`src/hw/rtl/spq_pkg.sv`:
```
// ----------------------------------------------------------------------------
// spq_pkg
// Shared types and codes of the sorted priority queue.
// ----------------------------------------------------------------------------
`default_nettype none

package spq_pkg;

    localparam logic       CMD_ENQ    = 1'b0;
    localparam logic       CMD_DEQ    = 1'b1;

    localparam logic [1:0] STAT_DONE  = 2'd0;
    localparam logic [1:0] STAT_EMPTY = 2'd1;
    localparam logic [1:0] STAT_FULL  = 2'd2;

    typedef struct packed {
        logic        cmd;
        logic [15:0] handle;
        logic [7:0]  prio;
    } t_in_word;

    typedef struct packed {
        logic [1:0]  status;
        logic [15:0] out_handle;
        logic [7:0]  out_prio;
        logic [4:0]  fill;
    } t_out_word;

    typedef struct packed {
        logic [7:0]  prio;
        logic [15:0] handle;
    } t_entry;

    typedef enum logic [2:0] {
        S_IDLE,
        S_FRONT,
        S_WALK,
        S_DEQ,
        S_RESP
    } t_state;

endpackage

`default_nettype wire

```
`src/hw/rtl/spq_ram.sv`:
```
// ----------------------------------------------------------------------------
// spq_ram
// Entry memory: one write port, one read port, registered read data.
// ----------------------------------------------------------------------------
`default_nettype none

module spq_ram #(
    parameter int DEPTH = 16
) (
    input  wire                         i_clk,
    input  wire                         i_we,
    input  wire  [$clog2(DEPTH)-1:0]    i_waddr,
    input  spq_pkg::t_entry             i_wdata,
    input  wire                         i_re,
    input  wire  [$clog2(DEPTH)-1:0]    i_raddr,
    output spq_pkg::t_entry             o_rdata
);
    import spq_pkg::*;

    t_entry r_mem [DEPTH];
    t_entry r_rdata;

    always_ff @(posedge i_clk) begin
        if (i_we) begin
            r_mem[i_waddr] <= i_wdata;
        end
    end

    always_ff @(posedge i_clk) begin
        if (i_re) begin
            r_rdata <= r_mem[i_raddr];
        end
    end

    assign o_rdata = r_rdata;

endmodule

`default_nettype wire

```
`src/hw/rtl/spq_ctrl.sv`:
```
// ----------------------------------------------------------------------------
// spq_ctrl
// Sequencer: ring pointers, entry count and the insertion walk over memory.
// ----------------------------------------------------------------------------
`default_nettype none

module spq_ctrl #(
    parameter int DEPTH = 16
) (
    input  wire                         i_clk,
    input  wire                         i_rst_n,
    input  wire                         i_in_valid,
    input  spq_pkg::t_in_word           i_in_word,
    output logic                        o_in_stall,
    output logic                        o_res_valid,
    output spq_pkg::t_out_word          o_res_word,
    input  wire                         i_res_stall,
    output logic                        o_ram_we,
    output logic [$clog2(DEPTH)-1:0]    o_ram_waddr,
    output spq_pkg::t_entry             o_ram_wdata,
    output logic                        o_ram_re,
    output logic [$clog2(DEPTH)-1:0]    o_ram_raddr,
    input  spq_pkg::t_entry             i_ram_rdata
);
    import spq_pkg::*;

    localparam int AW = $clog2(DEPTH);
    localparam int CW = $clog2(DEPTH + 1);
    localparam logic [AW:0]   DEPTH_W  = (AW + 1)'(DEPTH);
    localparam logic [AW-1:0] LAST_IDX = AW'(DEPTH - 1);
    localparam logic [CW-1:0] FULL_CNT = CW'(DEPTH);

    t_state          r_state, n_state;
    logic [AW-1:0]   r_head, n_head;
    logic [CW-1:0]   r_count, n_count;
    logic [AW-1:0]   r_cur, n_cur;
    logic [7:0]      r_prio, n_prio;
    logic [15:0]     r_handle, n_handle;
    logic [1:0]      r_status, n_status;
    logic [15:0]     r_rhandle, n_rhandle;
    logic [7:0]      r_rprio, n_rprio;

    logic            front_ins;
    logic            walk_stop;
    logic [CW+4:0]   fill_ext;
    logic [AW-1:0]   last_idx;

    function automatic logic [AW-1:0] f_phys(input logic [AW-1:0] head,
                                             input logic [AW-1:0] idx);
        logic [AW:0] sum;
        sum = {1'b0, head} + {1'b0, idx};
        if (sum >= DEPTH_W) begin
            sum = sum - DEPTH_W;
        end
        return sum[AW-1:0];
    endfunction

    assign front_ins = r_prio < i_ram_rdata.prio;
    assign walk_stop = (r_cur == '0) || (i_ram_rdata.prio < r_prio);
    assign fill_ext  = {5'b0, r_count};
    assign last_idx  = AW'(r_count - CW'(1));
    assign o_in_stall = (r_state != S_IDLE);

    always_comb begin
        n_state = r_state;
        unique case (r_state)
            S_IDLE: begin
                if (i_in_valid) begin
                    if (i_in_word.cmd == CMD_ENQ) begin
                        if (r_count == FULL_CNT || r_count == '0) begin
                            n_state = S_RESP;
                        end else begin
                            n_state = S_FRONT;
                        end
                    end else begin
                        n_state = (r_count == '0) ? S_RESP : S_DEQ;
                    end
                end
            end
            S_FRONT: n_state = front_ins ? S_RESP : S_WALK;
            S_WALK:  n_state = walk_stop ? S_RESP : S_WALK;
            S_DEQ:   n_state = S_RESP;
            S_RESP: begin
                if (!i_res_stall) begin
                    n_state = S_IDLE;
                end
            end
            default: n_state = S_IDLE;
        endcase
    end

    always_comb begin
        n_head      = r_head;
        n_count     = r_count;
        n_cur       = r_cur;
        n_prio      = r_prio;
        n_handle    = r_handle;
        n_status    = r_status;
        n_rhandle   = r_rhandle;
        n_rprio     = r_rprio;
        o_ram_we    = 1'b0;
        o_ram_waddr = '0;
        o_ram_wdata = '{prio: r_prio, handle: r_handle};
        o_ram_re    = 1'b0;
        o_ram_raddr = r_head;
        o_res_valid = 1'b0;
        o_res_word  = '{status: r_status, out_handle: r_rhandle,
                        out_prio: r_rprio, fill: fill_ext[4:0]};
        unique case (r_state)
            S_IDLE: begin
                if (i_in_valid) begin
                    n_prio    = i_in_word.prio;
                    n_handle  = i_in_word.handle;
                    n_status  = STAT_DONE;
                    n_rhandle = '0;
                    n_rprio   = '0;
                    if (i_in_word.cmd == CMD_ENQ) begin
                        if (r_count == FULL_CNT) begin
                            n_status = STAT_FULL;
                        end else if (r_count == '0) begin
                            o_ram_we    = 1'b1;
                            o_ram_waddr = r_head;
                            o_ram_wdata = '{prio: i_in_word.prio,
                                            handle: i_in_word.handle};
                            n_count     = CW'(1);
                        end else begin
                            o_ram_re = 1'b1;
                        end
                    end else begin
                        if (r_count == '0) begin
                            n_status = STAT_EMPTY;
                        end else begin
                            o_ram_re = 1'b1;
                        end
                    end
                end
            end
            S_FRONT: begin
                if (front_ins) begin
                    n_head      = (r_head == '0) ? LAST_IDX : r_head - AW'(1);
                    o_ram_we    = 1'b1;
                    o_ram_waddr = n_head;
                    n_count     = r_count + CW'(1);
                end else begin
                    n_cur       = last_idx;
                    o_ram_re    = 1'b1;
                    o_ram_raddr = f_phys(r_head, last_idx);
                end
            end
            S_WALK: begin
                o_ram_we    = 1'b1;
                o_ram_waddr = f_phys(r_head, r_cur + AW'(1));
                if (walk_stop) begin
                    n_count = r_count + CW'(1);
                end else begin
                    o_ram_wdata = i_ram_rdata;
                    n_cur       = r_cur - AW'(1);
                    o_ram_re    = 1'b1;
                    o_ram_raddr = f_phys(r_head, r_cur - AW'(1));
                end
            end
            S_DEQ: begin
                n_rhandle = i_ram_rdata.handle;
                n_rprio   = i_ram_rdata.prio;
                n_head    = f_phys(r_head, AW'(1));
                n_count   = r_count - CW'(1);
            end
            S_RESP: begin
                o_res_valid = 1'b1;
            end
            default: begin
            end
        endcase
    end

    always_ff @(posedge i_clk) begin
        if (!i_rst_n) begin
            r_state <= S_IDLE;
            r_head  <= '0;
            r_count <= '0;
        end else begin
            r_state <= n_state;
            r_head  <= n_head;
            r_count <= n_count;
        end
    end

    always_ff @(posedge i_clk) begin
        r_cur     <= n_cur;
        r_prio    <= n_prio;
        r_handle  <= n_handle;
        r_status  <= n_status;
        r_rhandle <= n_rhandle;
        r_rprio   <= n_rprio;
    end

    a_count_bound: assert property (@(posedge i_clk) disable iff (!i_rst_n)
        r_count <= FULL_CNT)
        else $error("entry count above depth");

    a_no_rw_clash: assert property (@(posedge i_clk) disable iff (!i_rst_n)
        (o_ram_we && o_ram_re) |-> (o_ram_waddr != o_ram_raddr))
        else $error("read and write hit the same entry");

    a_walk_in_range: assert property (@(posedge i_clk) disable iff (!i_rst_n)
        (r_state == S_WALK) |-> (CW'(r_cur) < r_count))
        else $error("walk index beyond stored entries");

    a_walk_head: assert property (@(posedge i_clk) disable iff (!i_rst_n)
        (r_state == S_WALK) |=> $stable(r_head))
        else $error("head moved during insertion walk");

endmodule

`default_nettype wire

```
`src/hw/rtl/sorted_priority_queue_core.sv`:
```
// ----------------------------------------------------------------------------
// sorted_priority_queue_core
// Priority queue of up to DEPTH (handle, priority) entries held in sorted
// order in a ring inside one synchronous memory.
// ----------------------------------------------------------------------------
//  channel   direction  handshake                word
//  in        input      i_in_valid / o_in_stall  cmd, handle, prio
//  out       output     o_out_valid / i_out_stall status, out_handle, out_prio, fill
//
//  Dequeue and front insertion pass through S_DEQ or S_FRONT to S_RESP; full or
//  empty results go straight to S_RESP. Other enqueues walk from the tail one
//  entry per cycle over the memory read port, shifting entries up by one.
//  Reset empties the queue at once; memory contents are not cleared.
//  A result waits in the output register while the next word is taken.
// ----------------------------------------------------------------------------
`default_nettype none

module sorted_priority_queue_core #(
    parameter int DEPTH = 16
) (
    input  wire                  i_clk,
    input  wire                  i_rst_n,
    input  wire                  i_in_valid,
    input  spq_pkg::t_in_word    i_in_word,
    output logic                 o_in_stall,
    output logic                 o_out_valid,
    output spq_pkg::t_out_word   o_out_word,
    input  wire                  i_out_stall
);
    import spq_pkg::*;

    localparam int AW = $clog2(DEPTH);

    logic            res_valid;
    t_out_word       res_word;
    logic            res_stall;
    logic            ram_we;
    logic [AW-1:0]   ram_waddr;
    t_entry          ram_wdata;
    logic            ram_re;
    logic [AW-1:0]   ram_raddr;
    t_entry          ram_rdata;

    logic            r_out_valid;
    t_out_word       r_out_word;

    spq_ctrl #(.DEPTH(DEPTH)) u_ctrl (
        .i_clk       (i_clk),
        .i_rst_n     (i_rst_n),
        .i_in_valid  (i_in_valid),
        .i_in_word   (i_in_word),
        .o_in_stall  (o_in_stall),
        .o_res_valid (res_valid),
        .o_res_word  (res_word),
        .i_res_stall (res_stall),
        .o_ram_we    (ram_we),
        .o_ram_waddr (ram_waddr),
        .o_ram_wdata (ram_wdata),
        .o_ram_re    (ram_re),
        .o_ram_raddr (ram_raddr),
        .i_ram_rdata (ram_rdata)
    );

    spq_ram #(.DEPTH(DEPTH)) u_ram (
        .i_clk   (i_clk),
        .i_we    (ram_we),
        .i_waddr (ram_waddr),
        .i_wdata (ram_wdata),
        .i_re    (ram_re),
        .i_raddr (ram_raddr),
        .o_rdata (ram_rdata)
    );

    assign res_stall = r_out_valid && i_out_stall;

    always_ff @(posedge i_clk) begin
        if (!i_rst_n) begin
            r_out_valid <= 1'b0;
        end else if (!res_stall) begin
            r_out_valid <= res_valid;
        end
    end

    always_ff @(posedge i_clk) begin
        if (!res_stall && res_valid) begin
            r_out_word <= res_word;
        end
    end

    assign o_out_valid = r_out_valid;
    assign o_out_word  = r_out_word;

endmodule

`default_nettype wire

```
`config.mk`:
```
export PLATFORM = sky130hd
export DESIGN_NAME = sorted_priority_queue_core
export DESIGN_NICKNAME = d
export VERILOG_FILES = /design/src/hw/rtl/spq_pkg.sv /design/src/hw/rtl/spq_ram.sv /design/src/hw/rtl/spq_ctrl.sv /design/src/hw/rtl/sorted_priority_queue_core.sv
export SDC_FILE = /design/constraint.sdc
export NUM_CORES = 1
export LEC_CHECK = 0
export ABC_AREA = 1
export BUFFER_PORTS_ARGS = -buffer_cell sky130_fd_sc_hd__buf_4
export CAP_MARGIN = 20
export CORE_MARGIN = 2
export CORE_UTILIZATION = 30
export DETAILED_ROUTE_END_ITERATION = 8
export HOLD_SLACK_MARGIN = 0.02
export PLACE_DENSITY = 0.49
export SETUP_SLACK_MARGIN = 0.1
export SYNTH_ARGS = -nofsm -noshare
export SYNTH_HDL_FRONTEND = slang
export SYNTH_SLANG_ARGS = --single-unit
```
`constraint.sdc`:
```
create_clock -name i_clk -period 10.8 [get_ports i_clk]
set_clock_uncertainty 0.05 [all_clocks]
set_input_delay 0 -clock i_clk [delete_from_list [all_inputs] [get_ports i_clk]]
set_output_delay 0 -clock i_clk [all_outputs]
set_load 0.02 [all_outputs]
```
Word-level counts from Yosys, hierarchy flattened
Memory sizes are Yosys's and may differ from the RTL's. A register that Yosys moved wholly into a read port is not among the register bits.
Index checks and enable logic that the tools add are counted.
- memories kept: 1
- output and inout port bits: 33
- input bits: 29
- register bits after elaboration: 98
- logic and storage cells: 131
- RAM bits: 384
- memory list (name ; words ; bits a word ; read ports ; clocked after Yosys merged registers in ; write ports ; RTL line ; source):
    u_ram.r_mem ; 16 ; 24 ; 1 ; 1 ; 1 ; spq_ram.sv:20 ; t_entry r_mem [DEPTH];
- magnitude comparators: 6
- reductions and logical operators: 20
- mux-type cells: 63
- equality and inequality tests: 14
- add/subtract/negate cells: 13
- operators with widths (kind ; number):
    two-way mux 24 bit ; 5
    two-way mux 4 bit ; 15
    one-hot mux 24 bit (2 select lines) ; 1
    one-hot mux 16 bit (2 select lines) ; 1
    two-way mux 5 bit ; 6
    one-hot mux 4 bit (2 select lines) ; 3
    subtractor 4 x 1 -> 4 bit, second input constant ; 6
    two-way mux 3 bit ; 7
    greater-or-equal comparator 5 bit, second input constant ; 4
    one-hot mux 5 bit (4 select lines) ; 1
    < comparator 8 bit ; 2
    two-way mux 16 bit ; 1
    one-hot mux 8 bit (2 select lines) ; 1
    adder 4 x 4 -> 5 bit ; 3
    two-way mux 1 bit ; 15
    one-hot mux 3 bit (5 select lines) ; 1
    inequality test 2 bit, second input constant ; 6
    one-hot mux 4 bit (3 select lines) ; 1
    logical NOT 4 bit ; 2
    two-way mux 8 bit ; 1
    AND reduction 2 bit ; 4
    AND reduction 7 bit ; 1
    == test 3 x 2 -> 1 bit, second input constant ; 2
    inequality test 2 x 1 -> 1 bit, second input constant ; 3
    18 further kinds ; 24

Longest topological paths before layout
- depth in word-level cells: 8
- mapped depth: 22
- depth with buffers taken out: 20

Hierarchy
Synthesis repeated with hierarchy kept, for this count alone.
- cell total of the unflattened synthesis: 2109
- area, all modules: 22549.1 um^2
- by module, submodules not included (module ; times used ; area each (um^2) ; cells an instance ; sequential area each (um^2)):
    spq_ram ; 1 ; 17189.0 ; 1597 ; 12251.8
    spq_ctrl ; 1 ; 4376.7 ; 474 ; 1861.8
    sorted_priority_queue_core ; 1 ; 983.4 ; 38 ; 950.9

Least setup slack after synthesis
No wires, ideal clock.
- kind: register -> register
- from: register u_ctrl.r_state[2]
- to: memory u_ram.r_mem[11][0] (netlist bit), enable pin
- period minus slack after synthesis: 4.406 ns
- path slack: 6.394 ns
- required time: 10.345 ns
- arrival time: 3.951 ns
- library setup time: 0.405 ns
- stages on the path, launching flop included: 10
- path buffers: 0
- cells stage by stage: dfxtp_1 -> nor2_2 -> inv_2 -> nor2_2 -> inv_2 -> nor2_1 -> nand3_1 -> o21ai_1 -> nand2_1 -> nor2_1
- cells in the longest elaborated chain, start to end: 4
- elaborated cells on any way between the ends: 7
- those cells by class: eq/ne (2); mux (4); reduce/logical (1)
- RTL lines (what ; RTL line ; source):
    from (decl) ; spq_ctrl.sv:33 ; t_state r_state, n_state;
    from (signal assigned) ; spq_ctrl.sv:182 ; r_state <= n_state;
    == test 3 x 2 -> 1 bit (tied with other cells) ; spq_ctrl.sv:109 ; unique case (r_state)
    one-hot mux 1 bit (3 select lines) ; spq_ctrl.sv:109 ;
    two-way mux 1 bit ; spq_ram.sv:24 ; if (i_we) begin
    two-way mux 1 bit (not written as such) ; spq_ram.sv:25 ; r_mem[i_waddr] <= i_wdata;
    to (decl) ; spq_ram.sv:20 ;
Several ways; a longest one is shown, not always the timed one.

Worst setup path in the final report
- from: register, netlist name u_ram.o_rdata[19]
- to: register, netlist name u_ram.o_rdata[21]
- cells in the longest elaborated chain, start to end: 4
- elaborated cells on any way between the ends: 9
- those cells by class: order compare (2); mux (6); reduce/logical (1)
- RTL lines (what ; RTL line ; source):
    < comparator 8 bit ; spq_ctrl.sv:59 ; assign walk_stop = (r_cur == '0) || (i_ram_rdata.prio < r_prio);
    logical OR 1 bit ; spq_ctrl.sv:59 ;
    two-way mux 1 bit or two-way mux 4 bit (tied branches) ; spq_ctrl.sv:153 ; if (walk_stop) begin
    one-hot mux 1 bit (3 select lines) or one-hot mux 4 bit (2 select lines) (tied branches) ; spq_ctrl.sv:109 ;
Several ways; a longest one is shown, not always the timed one.
A chain may end at the register's enable or synchronous reset.

==> reports/metrics.yaml <==
syn_area_um2: 22300
slowest_stage: "buf_4"
worstMarginPinSlew_ns: 1.14
rr_worst_depth: 17
vdd_drop_max_v: 0.000136
clockBufferDepth: 3
cellLeakagePower_nw: 10.2
yosys.cell_types.count: 39
fin_tns_setup_ns: 0
syn2layout_area_growth_pct: 16.7
p_clk_share_pct: 24.3
die_h_um: 276
max_slew_margin_pct: 24.3
period_needed_ns: 5.34
netlist_top_cells_area: "edfxtp_1 67%, nand3_1 11%, nand2_1 7.8%, inv_1 4.6%, buf_2 1.8%"
p_sw_mw: 2.75
arrival_ns: 5.58
core_area_um2: 73200
initial_core_util_pct: 30.4
synth_edf_count: 493
slew_viol_final: 0
ys_warn_count: 0
synthArstFlopShare_pct: 0
swShare_pct: 37.8
grt_max_degree: 99
crit_path_start_kind: "register"
hp-class: "input pin to register"
die_w_um: 276
synth_top_area_cell: "edfxtp_1"
drc: 0
htree_levels: 2
status: "completed"
dr.pass1.iters: 6
synthFlopType: "edfxtp_1"
seqPwrFrac_pct: 40.0
syn_inst: 2057
grt_pass1_wl_mm: 92.4
yosys.area.top_type_share_pct: 66.5
diodes: 0
root_buffer: "clkbuf_16"
rows: 99
hold_ws_ns: 0.0902
cp_common_cell: "nand2_1"
vias: 15136
grtUsageTotal_pct: 15.7
multi_input_area_um2: 5760
max_cap_viol_count: 0
die_area_um2: 76400
seq_area_frac_synth_pct: 67.7
drive_gt1_share_pct: 11.2
hold_viol_final: 0
p_int_mw: 4.51
clk_pin_slew_ns: 0.07
numCtsBuffers: 52
cp.required_ns: 11.05
drtIter0Drc: 1281
rsz0062_at_grt: "no"
cts_sinks: 506
utilization_pct: 35.5
io_pins: 62
crit_type: "register to register"
fillerInstances: 7236
power_mw: 7.26
wl_mm: 60.2
setup_viol: 0
worstHoldPathCells: 2
io_buffers: 61
cp_slowest_stage_delay_ns: 0.90
powerDensity_nw_per_um2: 279
gp_congestion: 0.828
antenna_found_initial: 1
nNetsFinal: 2202
crit_chain: "ha_1, nand2_1, inv_2, nand2_1, nand2_1, nand2_1, nand2_2, nand3_4, nand3_4, nand2_4, buf_12, buf_4, nand2_1, nand3_1, nand3_1, nand3_1, nand2_1"
regArea_um2: 15100
syn_area_per_cell_um2: 10.8
grt_pass1_vias: 14780
cts_tree: "yes"
vias_per_cell: 4.81
drt-wirelength-per-cell_um: 19.2
ys_ff_latch: 506
finalCritPeriodShare_pct: 49.4
path_max_fanout: 98
dp_hpwl_mm: 33.2
detail-route-antenna-nets: 0
synth_nets: 2113
grt-ovfl-total: 0
end_kind: "register"
p_comb_share_pct: 35.8
worstSkewPairLatency_ns: 0.60
fmax_mhz: 187
## path summary, 6_finish.rpt
check	startpoint	end	slack (ns)
worst min-delay path	i_in_word[21]	u_ctrl.r_handle[13]	0.09
worst max-delay path	u_ram.o_rdata[19]	u_ram.o_rdata[21]	5.46
worst min register to register	u_ctrl.r_rhandle[11]	o_out_word[24]	0.37
worst max register to register	u_ram.o_rdata[19]	u_ram.o_rdata[21]	5.46
## routing by layer
metal | vias up | routed length (µm) | global-route usage, %
met5 | - | 0 | 0
met4 | 0 | 1230 | 3.83
met3 | 95 | 3440 | 2.41
met2 | 481 | 28600 | 26.6
met1 | 7388 | 27000 | 21.0
li1 | 7172 | - | -
## flip-flops by register name (all words and copies together) (netlist names)
signal / cells
u_ctrl.r_rprio: 8
u_ctrl.r_status: 2
o_out_word: 31
u_ctrl.r_head: 4
u_ctrl.r_state: 3
u_ctrl.r_cur: 4
u_ram.r_mem: 384
u_ctrl.r_prio: 8
u_ctrl.r_handle: 16
u_ctrl.r_rhandle: 16
u_ctrl.r_count: 5
o_out_valid: 1
u_ram.o_rdata: 24
## area by class of cell
cell class	count	area share [%]
Tap cell	959	4.62
Inverter	283	4.11
Multi-Input combinational cell	1158	22.2
Clock inverter	30	0.997
Timing Repair Buffer	145	4.70
Sequential cell	506	58.0
Clock buffer	63	5.37
## worst max-delay path: cells and delay by family, from the launching register on
family                     cells  cell delay, ns
and+or+nand+nor               13            2.77
adders and majority gates      1            0.36
DFF                            1            0.49
buffers and inverters          3            1.25
## timing repair
| action | CTS | global route |
|---|---|---|
| gates resized for setup | 0 | 0 |
| hold buffers | 28 | 0 |
| setup buffers | 0 | 0 |
| hold endpoints to repair | 306 | 0 |
## logic make-up after synthesis
kind of cell | Yosys count | share of synthesized area, %
compound gates | 84 | 2.40
xor+xnor | 16 | 0.630
fa+ha+maj | 27 | 1.62
buf+inv | 393 | 7.19
flops | 506 | 67.7
simple gates | 1031 | 20.5
## power by group through the flow
stage	Clock (mW)	Sequential, mW	Combinational [mW]
2_1_floorplan	0	2.95	1.63
3_3_place_gp	0	2.94	2.54
3_5_place_dp	0	2.94	2.58
4_1_cts	1.80	2.90	2.60
5_1_grt	1.87	2.93	2.90
6_report	1.76	2.90	2.59
## through the flow
stage	worst slack, ns	cells	cell area [µm²]
floorplan	6.39	2057	22300
global placement	5.45	3012	23900
detailed placement	5.34	3016	23900
CTS	5.33	3137	25900
global route	5.07	3144	26000
finish	5.46	3144	26000
## cell usage in the layout (no fill, tap or decap), drive strengths merged, types with 17 or more instances in the layout
master / n
a21oi: 17
nor2: 63
clkinv: 18
o211ai: 18
nand2: 466
o21ai: 28
ha: 24
edfxtp: 493
nand3: 490
inv: 285
buf: 117
clkbuf: 63
dlygate4sd3: 28
## synth_stat cells (13+ instances only)
cell type and instances:
nand2_1 461, inv_1 271, edfxtp_1 493, o21ai_0 21, buf_2 82, nand3_1 489
a21oi_1 16, nor2_1 58, o211ai_1 18, ha_1 24, dfxtp_1 13, clkbuf_1 17
No activity file was read; power rests on OpenSTA's default activity.
